<file path="src/bdq_pkg.sv">
`default_nettype none
// ----------------------------------------------------------------------------
// Bounded deque package
// Shared field widths, action and status codes, and the controller command.
// ----------------------------------------------------------------------------
package bdq_pkg;

    localparam int ACTION_W = 3;
    localparam int IO_ELEM_W = 16;
    localparam int POSITION_W = 9;
    localparam int COUNT_W = 9;
    localparam int STATUS_W = 2;

    typedef enum logic [ACTION_W-1:0] {
        ACT_INS_HEAD = 3'd0,
        ACT_INS_TAIL = 3'd1,
        ACT_RM_HEAD  = 3'd2,
        ACT_RM_TAIL  = 3'd3,
        ACT_RD_HEAD  = 3'd4,
        ACT_RD_TAIL  = 3'd5,
        ACT_RD_INDEX = 3'd6,
        ACT_SIZE     = 3'd7
    } bdq_action_t;

    typedef enum logic [STATUS_W-1:0] {
        ST_OK    = 2'd0,
        ST_FULL  = 2'd1,
        ST_EMPTY = 2'd2,
        ST_RANGE = 2'd3
    } bdq_status_t;

    typedef struct packed {
        logic capture;
    } bdq_cmd_t;

endpackage
`default_nettype wire

</file>
<file path="src/bdq_ctrl.sv">
`default_nettype none
// ----------------------------------------------------------------------------
// Bounded deque controller
// Accepts one request, then holds the response until it is taken.
// ----------------------------------------------------------------------------
module bdq_ctrl (
    input  wire logic              clk,
    input  wire logic              rst_n,
    input  wire logic              in_valid,
    input  wire logic              out_ready,
    output logic                   in_ready,
    output logic                   out_valid,
    output bdq_pkg::bdq_cmd_t      cmd
);
    import bdq_pkg::*;

    typedef enum logic {
        S_IDLE,
        S_RESP
    } state_t;

    state_t state_reg;
    logic   in_ready_reg;
    logic   out_valid_reg;

    always_ff @(posedge clk or negedge rst_n)
    begin
        if (!rst_n)
        begin
            state_reg     <= S_IDLE;
            in_ready_reg  <= 1'b1;
            out_valid_reg <= 1'b0;
        end
        else
        begin
            case (state_reg)
                S_IDLE:
                begin
                    if (in_valid)
                    begin
                        state_reg     <= S_RESP;
                        in_ready_reg  <= 1'b0;
                        out_valid_reg <= 1'b1;
                    end
                end
                S_RESP:
                begin
                    if (out_ready)
                    begin
                        state_reg     <= S_IDLE;
                        in_ready_reg  <= 1'b1;
                        out_valid_reg <= 1'b0;
                    end
                end
                default:
                begin
                    state_reg     <= S_IDLE;
                    in_ready_reg  <= 1'b1;
                    out_valid_reg <= 1'b0;
                end
            endcase
        end
    end

    assign in_ready    = in_ready_reg;
    assign out_valid   = out_valid_reg;
    assign cmd.capture = in_valid && in_ready_reg;

endmodule
`default_nettype wire

</file>
<file path="config.mk">
export PLATFORM = sky130hd
export DESIGN_NAME = bdq_ctrl
export DESIGN_NICKNAME = d
export VERILOG_FILES = /design/src/bdq_pkg.sv /design/src/bdq_ctrl.sv
export SDC_FILE = /design/constraint.sdc
export NUM_CORES = 1
export LEC_CHECK = 0
export BUFFER_PORTS_ARGS = -buffer_cell sky130_fd_sc_hd__buf_2
export CAP_MARGIN = 5
export CORE_AREA = 4 4 41 43
export DETAILED_ROUTE_END_ITERATION = 16
export DIE_AREA = 0 0 45 47
export PLACE_DENSITY = 0.3
export SYNTH_ARGS = -nofsm -noshare
export SYNTH_HDL_FRONTEND = slang
export SYNTH_SLANG_ARGS = --single-unit
</file>
<file path="constraint.sdc">
create_clock -name clk -period 0.8 [get_ports clk]
set_input_delay 0 -clock clk [delete_from_list [all_inputs] [get_ports clk]]
set_output_delay 0 -clock clk [all_outputs]
set_load 0.05 [all_outputs]
</file>
==> flow_metrics.py, run 1 <==
metrics = {
    "place": {
        "place_area_um2": 171,
        "numPortBuffers": 6,
        "dp_hpwl_um": 211,
        "globalplace.congestion": 0.590,
        "place_inst": 33,
        "pre_cts_slack_ps": -98.2,
    },
    "clock_network": {
        "cts_buffers": 3,
        "cts-root-buf": "clkbuf_4",
        "clock_latency_ps": 230,
        "ctsHtreeMaxLevel": 1,
        "clockBufferDepth": 2,
        "cts_tree": "yes",
        "clk_pin_slew_ps": 40,
        "clkSinkCount": 3,
    },
    "layout": {
        "final_area_um2": 280,
        "layout.nets": 33,
        "diodes": 0,
        "synthToLayoutAreaGrowth_pct": 136,
        "layout-drive-gt1-share_pct": 53.6,
        "stdcell_count": 43,
        "utilization_pct": 21.5,
        "fillCellCount": 153,
        "final_cell_mix": "3 x a21oi_1, 3 x clkbuf_4, 3 x dlygate4sd3_1, 3 x buf_2",
    },
    "routing": {
        "dr.pass1.iters": 4,
        "wl_um": 333,
        "viasPerCell": 3.42,
        "via_count": 147,
        "antenna_left": 0,
        "drt_iter0_drc": 7,
        "route.detailed.drc": 0,
        "wl_per_cell_um": 7.74,
    },
    "timing": {
        "hold_violations": 0,
        "worst_slack_ps": -235,
        "setup_violations": 3,
        "tns_ps": -556,
        "rsz0062_at_grt": "true",
        "slew_headroom_pct": 90.7,
        "period_needed_ps": 1030,
        "min_period_over_period_pct": 129,
        "max_slew.worst_pin.slew_ps": 139,
        "clock_skew_ps": 3.97,
        "max_freq_mhz": 966,
        "slew_violations": 0,
    },
    "critical_path": {
        "cp-endpoint": "cmd",
        "r2r_end": "in_ready",
        "critPathBufInv": 1,
        "critical_path_depth": 2,
        "worst_ep_arrival_time_ps": 1030,
        "required_ps": 800,
        "worstPathCellList": "and2_4, buf_8",
        "end_kind": "output pin",
        "reg2reg_setup_slack_ps": -120,
        "crit_fanout": 3,
        "r2r-start": "in_ready",
        "critPathLaunchType": "flip-flop",
        "crit_slowest_cell": "dfstp_2",
        "critical_path_class": "flip-flop to output pin",
        "crit_family": "flip-flops",
        "startpoint": "in_ready",
        "max_stage_delay_ps": 530,
        "reg2reg_depth": 4,
    },
    "power": {
        "power_switching_uw": 271,
        "p_per_area_nw_per_um2": 2890,
        "p_seq_share_pct": 27.1,
        "p_leak_nw": 0.134,
        "sw_frac_of_total_pct": 33.4,
        "clockPowerShare_pct": 32.6,
        "combinationalPowerShare_pct": 40.3,
        "ir_worst_vdd_mv": 1.03,
        "internal_power_uw": 540,
    },
    "synth": {
        "yosys-top-cells-area": "dfrtp_1 42%, dfstp_2 22%, a21oi_1 13%",
        "synth_top_family_by_area": "compound AO/OA/AOI/OAI gates",
        "synth_top_area_cell": "dfrtp_1",
        "synth_compound_area_share_pct": 17.9,
        "yosysSeqAreaShare_pct": 64.2,
        "netlist_area_um2": 119,
        "ys_warn_count": 0,
        "synth-adder-area-share_pct": 0,
        "syn_nets": 16,
        "yosys.area_share.simple_pct": 11.6,
        "yosysUniqueCellTypes": 7,
        "syn_inst": 12,
        "synth_seq_cells": 3,
        "syn_area_per_cell_um2": 9.91,
        "muxShareOfSynthArea_pct": 0,
        "synth_top_cell_area_share_pct": 42.1,
        "synthXorXnorAreaFrac_pct": 0,
    },
    "floorplan": {
        "fp-row-count": 13,
        "die_w_um": 45,
        "initial_core_util_pct": 9.13,
        "die_height_um": 47,
        "io_pins": 7,
        "core_area_um2": 1300,
        "dieArea_um2": 2120,
    },
    "grt": {
        "grt_max_degree": 6,
        "grt_first_pass_wirelength_um": 552,
        "grt_usage_pct": 4.58,
        "grt_pass1_vias": 130,
        "grt_remaining_overflow": 0,
        "antenna_found_initial": 0,
    },
    "run_status": {
        "violations": "setup timing",
        "run_status": "finished, violations left",
    },
    "job": {
        "maxCapViolCount": 0,
    },
    "min_path": {
        "min_path_type": "input port to flip-flop",
    },
}
-- power by group through the flow --
| stage | logic (mW) | registers (mW) | clock network (mW) |
|---|---|---|---|
| detailed placement | 0.195 | 0.220 | 0 |
| finish | 0.327 | 0.220 | 0.265 |
| floorplan | 0.0677 | 0.300 | 0 |
| CTS | 0.301 | 0.219 | 0.276 |
| global placement | 0.197 | 0.218 | 0 |
| global route | 0.344 | 0.228 | 0.309 |
-- worst register-to-register path: cells and delay by family, from the launching register on --
kind,cells,cell delay (ps)
flip-flops,1,530
buffers and inverters,2,180
AO/OA/AOI/OAI,2,140
-- layer usage --
layer | track usage, % | up-vias | wire length, um
li1 | - | 72 | -
met1 | 4.33 | 62 | 148
met2 | 4.80 | 11 | 109
met3 | 7.28 | 2 | 69
met4 | 1.75 | 0 | 6
met5 | 0 | - | 0
-- cell families after synthesis --
family,count (synthesis)
flip-flops,3
AO/OA/AOI/OAI,4
AND/OR/NAND/NOR,3
buffers and inverters,2
-- area by class of cell --
| class | instances | area, um2 | share of cell area (%) |
|---|---|---|---|
| repair buffers | 12 | 113 | 40.2 |
| well taps | 15 | 18.8 | 6.70 |
| clock buffers | 4 | 26.3 | 9.37 |
| multi-input cells | 7 | 37.5 | 13.4 |
| inverters | 2 | 7.51 | 2.68 |
| flip-flops and latches | 3 | 77.6 | 27.7 |
-- cell usage after synthesis --
cell type and n:
dfstp_2 1, a21oi_1 3, inv_1 2, dfrtp_1 2, and2_1 1, nor2_1 2
o22ai_1 1
-- through the flow --
stage	hold slack (ps)	power (mW)
after floorplan	-296	0.368
after global placement	-200	0.415
after detailed placement	-200	0.415
after CTS	75.1	0.796
after global routing	63.0	0.881
final	81.2	0.811
-- how the worst min path moves through the flow --
stage / cells past startpoint / slack (ps) / from / end
final: 3 / 80 / in_valid / state_reg
after global routing: 3 / 60 / in_valid / state_reg
after CTS: 2 / 80 / rst_n / state_reg
after detailed placement: 1 / -200 / rst_n / state_reg
after global placement: 1 / -200 / rst_n / state_reg
after floorplan: 0 / -300 / rst_n / out_valid
-- what timing repair did --
item / CTS / global route
setup endpoints to repair: 3 / 4
gates resized for setup: 8 / 1
endpoints found under the hold margin: 6 / 0
hold buffers: 3 / 0
pin swaps: 1 / 0
setup buffers: 2 / 1
Note: power is estimated with default switching activity, not from simulation.
==> inputs of run 2 (changes only) <==
--- a/config.mk
+++ b/config.mk
@@ -10,7 +10,7 @@
 export CORE_AREA = 4 4 41 43
 export DETAILED_ROUTE_END_ITERATION = 16
 export DIE_AREA = 0 0 45 47
-export PLACE_DENSITY = 0.3
+export PLACE_DENSITY_LB_ADDON = 0.1
 export SYNTH_ARGS = -nofsm -noshare
 export SYNTH_HDL_FRONTEND = slang
 export SYNTH_SLANG_ARGS = --single-unit
==> constraint.sdc (replaced) <==
create_clock -name clk -period 0.94 [get_ports clk]
set_input_delay 0 -clock clk [delete_from_list [all_inputs] [get_ports clk]]
set_output_delay 0 -clock clk [all_outputs]
set_load 0.05 [all_outputs]
==> run 2 against run 1 <==
Against the previous run:
- the flow still finishes with violations (setup timing)
- largest power group unchanged
- flip-flop and latch count stayed put
- hold slack worse by 1.4 ps
- highest routed layer is now met3
- clock skew is 3.3 ps lower
- setup slack better by 140 ps
- die area stayed put
==> flow_metrics.py, run 2 (same netlist as run 1, synthesis figures left out) <==
metrics = {
    "timing": {
        "hold_violations": 0,
        "setup_violations": 2,
        "slew_headroom_pct": 83.4,
        "max_freq_mhz": 966,
        "clock_skew_ps": 0.681,
        "slew_violations": 0,
        "period_needed_ps": 1030,
        "worst_slack_ps": -94.7,
        "rsz0062_at_grt": "true",
        "max_slew.worst_pin.slew_ps": 250,
        "min_period_over_period_pct": 110,
        "whs_ps": 79.8,
    },
    "place": {
        "globalplace.congestion": 0.616,
        "numPortBuffers": 6,
        "place_inst": 33,
        "place_area_um2": 170,
    },
    "routing": {
        "viasPerCell": 2.93,
        "wl_met2_um": 155,
        "wl_met1_um": 149,
        "dr.pass1.iters": 1,
        "route.top_layer_used": "met3",
        "drt_iter0_drc": 0,
        "route.detailed.drc": 0,
        "wl_met3_um": 29,
        "via_count": 120,
        "antenna_left": 0,
        "wl_per_cell_um": 8.15,
        "wl_um": 334,
    },
    "layout": {
        "stdcell_count": 41,
        "layout.nets": 31,
        "synthToLayoutAreaGrowth_pct": 114,
        "diodes": 0,
        "final_area_um2": 254,
        "final_common_cell": "buf_2",
        "utilization_pct": 19.5,
        "layout-drive-gt1-share_pct": 46.2,
        "final_cell_mix": "4 x buf_2, 3 x a21oi_1, 3 x clkbuf_4, 3 x dlygate4sd3_1",
    },
    "power": {
        "clockPowerShare_pct": 34.9,
        "p_per_area_nw_per_um2": 2510,
        "power_switching_uw": 220,
        "ir_worst_vdd_mv": 0.543,
        "internal_power_uw": 417,
        "sw_frac_of_total_pct": 34.6,
        "p_leak_nw": 0.122,
        "combinationalPowerShare_pct": 36.2,
        "p_seq_share_pct": 28.9,
    },
    "clock_network": {
        "cts-root-buf": "clkbuf_4",
        "clockBufferDepth": 2,
        "clock_latency_ps": 230,
        "clk_pin_slew_ps": 40,
        "cts_tree": "yes",
        "ctsHtreeMaxLevel": 1,
        "cts_buffers": 3,
        "clkSinkCount": 3,
    },
    "critical_path": {
        "worst_ep_arrival_time_ps": 1030,
        "crit_fanout": 3,
        "worstPathCellList": "and2_4, buf_8",
        "end_kind": "output pin",
        "critical_path_class": "flip-flop to output pin",
        "r2r-start": "in_ready",
        "reg2reg_depth": 2,
        "required_ps": 940,
        "r2r_end": "in_ready",
        "reg2reg_setup_slack_ps": 160,
        "critPathLaunchType": "flip-flop",
        "max_stage_delay_ps": 530,
        "crit_slowest_cell": "dfstp_2",
    },
    "floorplan": {
        "dieArea_um2": 2120,
        "initial_core_util_pct": 9.13,
        "die_w_um": 45,
        "io_pins": 7,
        "core_area_um2": 1300,
        "die_height_um": 47,
        "fp-row-count": 13,
    },
    "grt": {
        "grt_max_degree": 6,
        "antenna_found_initial": 0,
        "grt_usage_pct": 3.80,
        "grt_first_pass_wirelength_um": 496,
        "grt_remaining_overflow": 0,
        "grt_pass1_vias": 127,
    },
    "run_status": {
        "run_status": "finished, violations left",
        "violations": "setup timing",
    },
    "min_path": {
        "min_path_type": "input port to flip-flop",
        "whs_path_depth": 3,
        "whs_endpoint": "state_reg",
        "holdCritStartpoint": "in_valid",
    },
    "job": {
        "maxCapViolCount": 0,
    },
}
==> run 2: cell count changes in the layout (fill, tap and decap cells not counted) <==
cell     previous run  this run
dfrtp_2             1         0
buf_2               3         4
buf_4               2         1
buf_6               2         0
dfrtp_1             1         2
==> run 2: layer usage <==
| metal | up-vias | track usage (%) |
|---|---|---|
| met3 | 0 | 1.53 |
| met1 | 50 | 4.12 |
| met5 | - | 0 |
| met4 | 0 | 7.02 |
| li1 | 66 | - |
| met2 | 4 | 3.95 |
==> run 2: layout make-up <==
type	instances	area (um2)
tap	15	18.8
fill	154	1050
multi-input combinational	7	37.5
timing repair buffer	10	87.6
sequential	3	76.3
clock buffer	4	26.3
inverter	2	7.51
==> run 2: worst max-delay path by stage <==
stage	slack, ps	cells past startpoint	startpoint	end
2_1_floorplan	-20	1	in_ready	cmd
3_3_place_gp	40	2	in_ready	cmd
3_5_place_dp	40	2	in_ready	cmd
4_1_cts	-100	2	in_ready	cmd
5_1_grt	-130	2	in_ready	cmd
6_report	-90	2	in_ready	cmd
==> run 2: critical path: cells and delay by family, from the launching register on <==
family                 cells  cell delay, ps
buffers and inverters      1             130
and+or+nand+nor            1             140
DFF                        1             530
==> run 2: timing repair <==
item	CTS	global route
setup endpoints to repair	2	2
buffers inserted	0	1
hold endpoints to repair	5	0
gates resized for setup	3	4
hold buffers	3	0
pin swaps	1	0
==> run 2: power groups by stage <==
| stage | registers [mW] | clock network, mW | logic [mW] |
|---|---|---|---|
| after floorplan | 0.253 | 0 | 0.0578 |
| after global placement | 0.186 | 0 | 0.171 |
| after detailed placement | 0.186 | 0 | 0.171 |
| after CTS | 0.184 | 0.237 | 0.196 |
| after global routing | 0.190 | 0.247 | 0.244 |
| final | 0.184 | 0.223 | 0.231 |
==> run 2: stage by stage <==
stage / setup TNS [ps] / power (mW) / setup slack (ps)
floorplan: -22.6 / 0.311 / -22.6
global placement: 0 / 0.357 / 43.9
detailed placement: 0 / 0.357 / 44.5
CTS: -195 / 0.616 / -104
global route: -220 / 0.680 / -128
finish: -159 / 0.638 / -94.7
